`src/rsfr_pkg.sv`:
```
// shared types, constants and a helper function for the serial frame receiver
`timescale 1ns / 1ps

package rsfr_pkg;

   // frame buffer size and derived widths
   localparam int FRAME_MAX   = 64;
   localparam int CNT_W       = $clog2(FRAME_MAX + 1);
   localparam int FRAME_LEN_W = 7;
   localparam int BYTE_W      = 8;
   localparam int FREQ_W      = 32;

   // request queue between front and back
   localparam int QUEUE_DEPTH = 2;
   localparam int QPTR_W      = (QUEUE_DEPTH > 1) ? $clog2(QUEUE_DEPTH) : 1;
   localparam int QCNT_W      = $clog2(QUEUE_DEPTH + 1);

   // delimiter modes
   localparam logic [1:0] DELIM_SEMI   = 2'd0;
   localparam logic [1:0] DELIM_EOM    = 2'd1;
   localparam logic [1:0] DELIM_ZERO   = 2'd2;
   localparam logic [1:0] DELIM_EITHER = 2'd3;

   // byte codes
   localparam logic [BYTE_W-1:0] BYTE_SEMI     = 8'h3b;
   localparam logic [BYTE_W-1:0] BYTE_EOM      = 8'hfd;
   localparam logic [BYTE_W-1:0] BYTE_PREAMBLE = 8'hfe;
   localparam logic [BYTE_W-1:0] BYTE_ZERO     = 8'h00;
   localparam logic [3:0]        NIBBLE_MASK   = 4'hf;

   // frame positions of interest
   localparam int POS_PREAMBLE0 = 0;
   localparam int POS_PREAMBLE1 = 1;
   localparam int POS_SUBCMD    = 4;
   localparam int POS_BCD_FIRST = 5;
   localparam int POS_BCD_LAST  = 9;
   localparam int CIV_FREQ_LEN  = 11;
   localparam int DIGIT_IDX_W   = 3;

   // csr register indexes
   localparam logic REG_DELIM_MODE = 1'b0;
   localparam logic REG_CIV_DECODE = 1'b1;

   typedef struct packed {
      logic [BYTE_W-1:0]      rx_byte;
      logic                   frame_end;
      logic [FRAME_LEN_W-1:0] frame_length;
      logic                   len_eleven;
      logic                   hdr_bad;
      logic                   digit;
      logic [FREQ_W-1:0]      term;
   } entry_type;

   // weight of each bcd byte, 100x the one before
   function automatic logic [FREQ_W-1:0] bcd_weight(input logic [DIGIT_IDX_W-1:0] idx);
      logic [FREQ_W-1:0] w;
      begin
         case (idx)
            3'd0: w = 32'd1;
            3'd1: w = 32'd100;
            3'd2: w = 32'd10000;
            3'd3: w = 32'd1000000;
            3'd4: w = 32'd100000000;
            default: w = 32'd0;
         endcase
         return w;
      end
   endfunction

endpackage

```
`src/rig_serial_frame_receiver.sv`:
```
// top level of the serial frame receiver: csr registers and front/queue/back
`timescale 1ns / 1ps

// Takes one received byte per request and returns one result per byte: the
// byte echoed, a frame-end mark with the frame length, and the held CI-V
// frequency. A frame closes on the delimiter picked by delim_mode or at
// FRAME_MAX bytes. Sustained rate is one byte per clock while rsp_ready is
// held high; an accepted request is written into the two-entry queue
// between the classifying front end and the accumulate-and-register back
// end, which moves it into the output register as it pops it. Registers:
// delim_mode at byte address 0, civ_decode at address 4; write them only
// while no request is in flight.
module rig_serial_frame_receiver
   import rsfr_pkg::*;
(
   input  logic                   clock,
   input  logic                   reset,
   input  logic                   req_valid,
   output logic                   req_ready,
   input  logic [BYTE_W-1:0]      req_rx_byte,
   output logic                   rsp_valid,
   input  logic                   rsp_ready,
   output logic [BYTE_W-1:0]      rsp_out_byte,
   output logic                   rsp_frame_end,
   output logic [FRAME_LEN_W-1:0] rsp_frame_length,
   output logic                   rsp_freq_update,
   output logic [FREQ_W-1:0]      rsp_frequency,
   input  logic                   psel,
   input  logic                   penable,
   input  logic                   pwrite,
   input  logic [2:0]             paddr,
   input  logic [31:0]            pwdata,
   output logic [31:0]            prdata,
   output logic                   pready
);

   logic [1:0] delim_mode_ff, delim_mode_in;
   logic       civ_decode_ff, civ_decode_in;
   logic       csr_write;
   logic       csr_index;
   logic       push, push_ready;
   entry_type  push_entry;
   logic       pop, pop_valid;
   entry_type  pop_entry;

   assign pready    = 1'b1;
   assign csr_write = psel && penable && pwrite && pready;
   assign csr_index = paddr[2];

   always_comb begin
      delim_mode_in = delim_mode_ff;
      civ_decode_in = civ_decode_ff;
      if (csr_write) begin
         case (csr_index)
            REG_DELIM_MODE: delim_mode_in = pwdata[1:0];
            REG_CIV_DECODE: civ_decode_in = pwdata[0];
            default: ;
         endcase
      end
   end

   always_comb begin
      case (csr_index)
         REG_DELIM_MODE: prdata = {30'b0, delim_mode_ff};
         REG_CIV_DECODE: prdata = {31'b0, civ_decode_ff};
         default:        prdata = '0;
      endcase
   end

   always_ff @(posedge clock) begin
      if (reset) begin
         delim_mode_ff <= DELIM_EOM;
         civ_decode_ff <= 1'b1;
      end else begin
         delim_mode_ff <= delim_mode_in;
         civ_decode_ff <= civ_decode_in;
      end
   end

   rsfr_front u_front (
      .clock       (clock),
      .reset       (reset),
      .req_valid   (req_valid),
      .req_ready   (req_ready),
      .req_rx_byte (req_rx_byte),
      .delim_mode  (delim_mode_ff),
      .push_ready  (push_ready),
      .push        (push),
      .push_entry  (push_entry)
   );

   rsfr_queue u_queue (
      .clock      (clock),
      .reset      (reset),
      .push       (push),
      .push_entry (push_entry),
      .push_ready (push_ready),
      .pop        (pop),
      .pop_valid  (pop_valid),
      .pop_entry  (pop_entry)
   );

   rsfr_back u_back (
      .clock            (clock),
      .reset            (reset),
      .pop_valid        (pop_valid),
      .pop_entry        (pop_entry),
      .pop              (pop),
      .civ_decode       (civ_decode_ff),
      .rsp_valid        (rsp_valid),
      .rsp_ready        (rsp_ready),
      .rsp_out_byte     (rsp_out_byte),
      .rsp_frame_end    (rsp_frame_end),
      .rsp_frame_length (rsp_frame_length),
      .rsp_freq_update  (rsp_freq_update),
      .rsp_frequency    (rsp_frequency)
   );

endmodule

```
`src/rsfr_front.sv`:
```
// front end: takes requests, tracks frame position and classifies each byte
`timescale 1ns / 1ps

module rsfr_front
   import rsfr_pkg::*;
(
   input  logic              clock,
   input  logic              reset,
   input  logic              req_valid,
   output logic              req_ready,
   input  logic [BYTE_W-1:0] req_rx_byte,
   input  logic [1:0]        delim_mode,
   input  logic              push_ready,
   output logic              push,
   output entry_type         push_entry
);

   logic [CNT_W-1:0]       byte_count_ff, byte_count_in;
   logic [CNT_W-1:0]       len;
   logic                   is_delim;
   logic                   frame_end;
   logic                   hdr_bad;
   logic                   digit;
   logic [DIGIT_IDX_W-1:0] digit_idx;
   logic [BYTE_W-1:0]      digit_val;
   logic [3:0]             lo_nib, hi_nib;
   logic [FREQ_W-1:0]      term;

   assign req_ready = push_ready;
   assign push      = req_valid && push_ready;

   always_comb begin
      case (delim_mode)
         DELIM_SEMI:   is_delim = (req_rx_byte == BYTE_SEMI);
         DELIM_EOM:    is_delim = (req_rx_byte == BYTE_EOM);
         DELIM_ZERO:   is_delim = (req_rx_byte == BYTE_ZERO);
         DELIM_EITHER: is_delim = (req_rx_byte == BYTE_SEMI) || (req_rx_byte == BYTE_EOM);
         default:      is_delim = 1'b0;
      endcase
   end

   assign len       = byte_count_ff + CNT_W'(1);
   assign frame_end = is_delim || (len >= CNT_W'(FRAME_MAX));

   assign hdr_bad =
      (((byte_count_ff == CNT_W'(POS_PREAMBLE0)) || (byte_count_ff == CNT_W'(POS_PREAMBLE1)))
         && (req_rx_byte != BYTE_PREAMBLE))
      || ((byte_count_ff == CNT_W'(POS_SUBCMD)) && (req_rx_byte != BYTE_ZERO));

   assign digit = (byte_count_ff >= CNT_W'(POS_BCD_FIRST))
               && (byte_count_ff <= CNT_W'(POS_BCD_LAST));
   assign digit_idx = DIGIT_IDX_W'(byte_count_ff - CNT_W'(POS_BCD_FIRST));

   // packed bcd byte to its value, digits above nine weighted as they stand
   assign lo_nib    = req_rx_byte[3:0] & NIBBLE_MASK;
   assign hi_nib    = req_rx_byte[7:4] & NIBBLE_MASK;
   assign digit_val = BYTE_W'(lo_nib) + (BYTE_W'(hi_nib) << 3) + (BYTE_W'(hi_nib) << 1);
   assign term      = FREQ_W'(FREQ_W'(digit_val) * bcd_weight(digit_idx));

   always_comb begin
      push_entry.rx_byte      = req_rx_byte;
      push_entry.frame_end    = frame_end;
      push_entry.frame_length = frame_end ? FRAME_LEN_W'(len) : '0;
      push_entry.len_eleven   = (len == CNT_W'(CIV_FREQ_LEN));
      push_entry.hdr_bad      = hdr_bad;
      push_entry.digit        = digit;
      push_entry.term         = term;
   end

   always_comb begin
      byte_count_in = byte_count_ff;
      if (push) begin
         byte_count_in = frame_end ? '0 : len;
      end
   end

   always_ff @(posedge clock) begin
      if (reset) begin
         byte_count_ff <= '0;
      end else begin
         byte_count_ff <= byte_count_in;
      end
   end

endmodule

```
`src/rsfr_queue.sv`:
```
// short request queue between the front end and the back end
`timescale 1ns / 1ps

module rsfr_queue
   import rsfr_pkg::*;
(
   input  logic      clock,
   input  logic      reset,
   input  logic      push,
   input  entry_type push_entry,
   output logic      push_ready,
   input  logic      pop,
   output logic      pop_valid,
   output entry_type pop_entry
);

   entry_type         slot_ff [QUEUE_DEPTH];
   logic [QPTR_W-1:0] wr_ptr_ff, wr_ptr_in;
   logic [QPTR_W-1:0] rd_ptr_ff, rd_ptr_in;
   logic [QCNT_W-1:0] count_ff, count_in;

   assign push_ready = (count_ff != QCNT_W'(QUEUE_DEPTH));
   assign pop_valid  = (count_ff != '0);
   assign pop_entry  = slot_ff[rd_ptr_ff];

   always_comb begin
      wr_ptr_in = wr_ptr_ff;
      rd_ptr_in = rd_ptr_ff;
      count_in  = count_ff;
      if (push) begin
         wr_ptr_in = (wr_ptr_ff == QPTR_W'(QUEUE_DEPTH - 1)) ? '0 : wr_ptr_ff + QPTR_W'(1);
      end
      if (pop) begin
         rd_ptr_in = (rd_ptr_ff == QPTR_W'(QUEUE_DEPTH - 1)) ? '0 : rd_ptr_ff + QPTR_W'(1);
      end
      case ({push, pop})
         2'b10:   count_in = count_ff + QCNT_W'(1);
         2'b01:   count_in = count_ff - QCNT_W'(1);
         default: count_in = count_ff;
      endcase
   end

   always_ff @(posedge clock) begin
      if (reset) begin
         wr_ptr_ff <= '0;
         rd_ptr_ff <= '0;
         count_ff  <= '0;
      end else begin
         wr_ptr_ff <= wr_ptr_in;
         rd_ptr_ff <= rd_ptr_in;
         count_ff  <= count_in;
      end
   end

   always_ff @(posedge clock) begin
      if (push) begin
         slot_ff[wr_ptr_ff] <= push_entry;
      end
   end

`ifndef SYNTHESIS
   a_count_bound: assert property (@(posedge clock) disable iff (reset)
      count_ff <= QCNT_W'(QUEUE_DEPTH))
      else $error("queue count above depth");

   a_pop_nonempty: assert property (@(posedge clock) disable iff (reset)
      pop |-> (count_ff != '0))
      else $error("pop from empty queue");
`endif

endmodule

```
`src/rsfr_back.sv`:
```
// back end: bcd accumulation, header check, frequency hold and output register
`timescale 1ns / 1ps

module rsfr_back
   import rsfr_pkg::*;
(
   input  logic                   clock,
   input  logic                   reset,
   input  logic                   pop_valid,
   input  entry_type              pop_entry,
   output logic                   pop,
   input  logic                   civ_decode,
   output logic                   rsp_valid,
   input  logic                   rsp_ready,
   output logic [BYTE_W-1:0]      rsp_out_byte,
   output logic                   rsp_frame_end,
   output logic [FRAME_LEN_W-1:0] rsp_frame_length,
   output logic                   rsp_freq_update,
   output logic [FREQ_W-1:0]      rsp_frequency
);

   logic                   rsp_valid_ff, rsp_valid_in;
   logic [BYTE_W-1:0]      out_byte_ff;
   logic                   frame_end_ff;
   logic [FRAME_LEN_W-1:0] frame_length_ff;
   logic                   freq_update_ff;
   logic [FREQ_W-1:0]      accum_ff, accum_in;
   logic                   hdr_ff, hdr_in;
   logic [FREQ_W-1:0]      held_ff, held_in;
   logic [FREQ_W-1:0]      accum_sum;
   logic                   hdr_next;
   logic                   upd;

   assign pop = pop_valid && (!rsp_valid_ff || rsp_ready);

   assign accum_sum = accum_ff + (pop_entry.digit ? pop_entry.term : '0);
   assign hdr_next  = hdr_ff && !pop_entry.hdr_bad;
   assign upd       = pop_entry.frame_end && civ_decode && pop_entry.len_eleven && hdr_next;

   always_comb begin
      accum_in     = accum_ff;
      hdr_in       = hdr_ff;
      held_in      = held_ff;
      rsp_valid_in = rsp_ready ? 1'b0 : rsp_valid_ff;
      if (pop) begin
         rsp_valid_in = 1'b1;
         if (pop_entry.frame_end) begin
            accum_in = '0;
            hdr_in   = 1'b1;
         end else begin
            accum_in = accum_sum;
            hdr_in   = hdr_next;
         end
         if (upd) begin
            held_in = accum_sum;
         end
      end
   end

   always_ff @(posedge clock) begin
      if (reset) begin
         rsp_valid_ff <= 1'b0;
         accum_ff     <= '0;
         hdr_ff       <= 1'b1;
         held_ff      <= '0;
      end else begin
         rsp_valid_ff <= rsp_valid_in;
         accum_ff     <= accum_in;
         hdr_ff       <= hdr_in;
         held_ff      <= held_in;
      end
   end

   always_ff @(posedge clock) begin
      if (pop) begin
         out_byte_ff     <= pop_entry.rx_byte;
         frame_end_ff    <= pop_entry.frame_end;
         frame_length_ff <= pop_entry.frame_length;
         freq_update_ff  <= upd;
      end
   end

   // held frequency only moves together with a new result
   assign rsp_valid        = rsp_valid_ff;
   assign rsp_out_byte     = out_byte_ff;
   assign rsp_frame_end    = frame_end_ff;
   assign rsp_frame_length = frame_length_ff;
   assign rsp_freq_update  = freq_update_ff;
   assign rsp_frequency    = held_ff;

`ifndef SYNTHESIS
   a_update_at_end: assert property (@(posedge clock) disable iff (reset)
      rsp_valid_ff && freq_update_ff |-> frame_end_ff)
      else $error("frequency update without frame end");

   a_clear_after_end: assert property (@(posedge clock) disable iff (reset)
      pop && pop_entry.frame_end |=> (accum_ff == '0) && hdr_ff)
      else $error("frame state not cleared after frame end");

   a_held_moves_on_update: assert property (@(posedge clock) disable iff (reset)
      !$past(reset) && !$stable(held_ff) |-> $past(pop && upd))
      else $error("held frequency changed without update");
`endif

endmodule
```
`config.mk`:
```
export PLATFORM = sky130hd
export DESIGN_NAME = rig_serial_frame_receiver
export DESIGN_NICKNAME = d
export VERILOG_FILES = /design/src/rsfr_pkg.sv /design/src/rig_serial_frame_receiver.sv /design/src/rsfr_front.sv /design/src/rsfr_queue.sv /design/src/rsfr_back.sv
export SDC_FILE = /design/constraint.sdc
export NUM_CORES = 1
export LEC_CHECK = 0
export ABC_AREA = 1
export BUFFER_PORTS_ARGS = -buffer_cell sky130_fd_sc_hd__clkbuf_2
export CAP_MARGIN = 20
export CORE_MARGIN = 4
export CORE_UTILIZATION = 25
export CTS_BUF_LIST = sky130_fd_sc_hd__clkbuf_16
export CTS_CLUSTER_SIZE = 28
export DETAILED_ROUTE_END_ITERATION = 10
export SLEW_MARGIN = 40
export SYNTH_ARGS = -nofsm -noshare
export SYNTH_HDL_FRONTEND = slang
export SYNTH_SLANG_ARGS = --single-unit
```
`constraint.sdc`:
```
create_clock -name clock -period 6.32 [get_ports clock]
set_input_delay 0 -clock clock [delete_from_list [all_inputs] [get_ports clock]]
set_output_delay 0 -clock clock [all_outputs]
set_load 0.1 [all_outputs]
```
==> reports/qor.csv <==
metric,value,unit
status,"finished, final reports clean",
RSZ-0062 raised after global routing,true,
TritonCTS clock tree,done,
"Seq/Total Area, Yosys",32.7,%
Initial Util,25.2,%
core area,63000,um2
CTS Buffer Depth,2,
Routed Wire Length,36900,um
Reg2Reg Setup Slack,0.34,ns
Yosys reg bits,200,
H-tree levels,4,
worst path required time,6.55,ns
TritonCTS Buffers,17,
Cells after Synth,2047,
layout cells sized above 1,7.24,%
post-synth cell types,49,
fin area,17900,um2
PD cells,509,nW/um2
worst hold path type,in -> reg,
Relative slew margins,56.6,%
IO buf count,70,
CTS sink count,200,
global placer's final weighted congestion,0.872,
Die Area,67600,um2
Placed Area,17200,um2
crit path time final,6.08,ns
area of the multi-input gates,8940,um2
Vias,12600,
FP Rows,92,
CP Capture Type,flop,
drt wl/cell,12.3,um
register area,5200,um2
detailed placement HPWL,29500,um
initial antenna violation count,0,
Setup Crit Path Kind,in -> reg,
VDD IR max,0.334,mV
drt pass-1 iters,5,
Slew Limit Fails,0,
"EDFF count, synth",119,
Area growth syn-to-layout,13.1,%
number of global-route vias before repair,12500,
syn_area_per_cell,7.75,um2
Antenna Violating Nets Remaining,0,
diode count,0,
"Reg clk slew, reported paths",0.07,ns
Final setup viols,0,
CP startpoint kind,primary input,
GRT Overall Usage,11.3,%
worst skew pair latency,0.46,ns
Synth warnings,0,
top_reg_cell synth,edfxtp_1,
Die W,260,um
Reg2Reg Depth,23,
async set or reset register ratio after synthesis,0,%
DR iter-0 viols,715,
worst path arrival time,6.31,ns
Slew @ Worst Pin,0.649,ns
Leak,8.95,nW
fin util,28.5,%
period utilization,96.2,%
final hold viol count,0,
Hold Path Depth,3,
synthesized cell area,15900,um2
first-pass GRT wire length,62100,um
postcts setup bufs,0,
io pins,134,
die height,260,um
fmax,165,MHz
Layout Nets,2416,
number of fill cells,6821,
Setup Skew,0.0145,ns
Overflow after GRT,0,
via density per instance,4.19,
pin count of the biggest net entering global routing,56,
CP max FO,9,
# DRC,0,
root buffer cell,clkbuf_16,
Max-Cap Viols,0,
-- Yosys cell counts, types with 3 or more instances --
cell      count  area, um2
o211ai_1      6       45.0
buf_4        32        240
a21oi_1     112        561
nand3b_1      5       37.5
buf_6         5       56.3
o21ai_1       5       25.0
nor3_1       16       80.1
or2_2         7       43.8
fa_1        102       2040
buf_2         4       20.0
nor2_1      158        593
inv_1       391       1470
nand2_1     626       2350
edfxtp_1    119       3570
o21bai_1      3       22.5
xor2_1       27        236
buf_1         3       11.3
ha_1        123       1540
o21a_1       22        165
clkbuf_1     20       75.1
a21o_1        6       45.0
nand4_1      19        119
o21ai_0      42        210
dfxtp_1      81       1620
nand2_2       3       18.8
xnor2_1      14        123
nand3_1      69        345
-- power by group --
| part | internal, W | switching [W] | leakage, nW | total (W) |
|---|---|---|---|---|
| Combinational | 0.00177 | 0.00415 | 6.89 | 0.00593 |
| Sequential | 0.00206 | 0.000117 | 1.79 | 0.00218 |
| Clock | 0.000511 | 0.000516 | 0.265 | 0.00103 |
| Total | 0.00435 | 0.00479 | 8.95 | 0.00913 |
-- stage by stage --
step / cells / setup TNS, ns / hold WS (ns) / setup slack, ns / total power (W)
final: 3000 / 0 / 0.124 / 0.242 / 0.00913
after global routing: 3000 / -0.144 / 0.150 / -0.0408 / 0.0101
after CTS: 3000 / 0 / 0.101 / 0.326 / 0.00922
after detailed placement: 2951 / 0 / 0.235 / 0.371 / 0.00814
after global placement: 2950 / 0 / 0.234 / 0.412 / 0.00809
after floorplan: 2076 / 0 / 0.0989 / 0.708 / 0.00668
-- area by class of cell --
cell class                      count  share of cell area (%)
Inverter                          396                    8.32
Tap cell                          846                    5.90
Sequential cell                   200                    29.0
Clock buffer                       17                    2.37
Timing Repair Buffer              110                    3.97
Multi-Input combinational cell   1416                    49.8
Clock inverter                     15                   0.683
-- cell families after synthesis --
family,after synthesis,share of synthesized area (%)
flip-flops,200,32.7
buffers and inverters,460,12.0
adder cells (fa/ha/maj),225,22.6
AO/OA/AOI/OAI,206,7.25
XOR/XNOR,41,2.26
other,2,0.0473
AND/OR/NAND/NOR,912,23.1
multiplexers,1,0.0631
-- worst max-delay path, cell delays in order --
cell and delay (ns):
dlygate4sd3_1 0.53, clkbuf_2 0.15, inv_1 0.10, fa_1 0.53
inv_1 0.06, fa_1 0.39, xor2_1 0.16, clkinv_1 0.35
or2_2 0.46, fa_1 0.47, fa_1 0.56, fa_1 0.44
fa_1 0.51, inv_1 0.05, ha_1 0.36, nand2_1 0.10
nor2_1 0.21, nand4_1 0.11, o21ai_0 0.18, buf_4 0.18
a21oi_1 0.08, xnor2_1 0.33
-- registers in the layout, summed over array words and instances (netlist names), 2 cells and up, named ones only --
name,count
u_back.rsp_frequency,32
u_queue.count_ff,2
u_back.rsp_frame_length,7
delim_mode_ff,2
u_back.accum_ff,32
u_back.rsp_out_byte,8
u_front.byte_count_ff,7
u_queue.slot_ff,102
-- layout by cell type, fill, tap and decap left out, drive strengths merged, types with 7 or more instances in the layout --
cell type / netlist / routed
nand2: 630 / 630
inv: 394 / 400
nor2: 159 / 159
ha: 123 / 123
edfxtp: 119 / 119
a21oi: 112 / 112
fa: 102 / 102
clkbuf: 20 / 87
dfxtp: 81 / 81
nand3: 70 / 70
o21ai: 48 / 48
conb: 2 / 31
xor2: 27 / 27
buf: 44 / 23
o21a: 22 / 22
nand4: 19 / 19
nor3: 18 / 18
dlygate4sd3: 0 / 17
xnor2: 14 / 14
clkinv: 2 / 8
or2: 7 / 7
-- worst paths after layout --
path,from,endpoint
worst min-delay path,reset,u_back.accum_ff[0]
worst max register to register,u_front.byte_count_ff[2],u_queue.slot_ff[1][23]
worst max-delay path,req_rx_byte[3],u_queue.slot_ff[1][21]
worst min register to register,u_queue.rd_ptr_ff,flop
-- per-layer routing --
layer	part of all wire, %	track usage (%)	vias to the layer above	wire length (um)
li1	-	-	6498	-
met1	47	14.8	5787	17200
met2	47	19.2	247	17400
met3	4.2	1.74	46	1540
met4	2.0	3.54	0	725
met5	0	0	-	0
-- repair_timing --
action | 4_1_cts | 5_1_grt
resized for setup | 0 | 8
hold endpoints to repair | 20 | 0
setup endpoints to repair | 0 | 14
hold buffers | 17 | 0
Note: power is estimated with default switching activity, not from simulation.
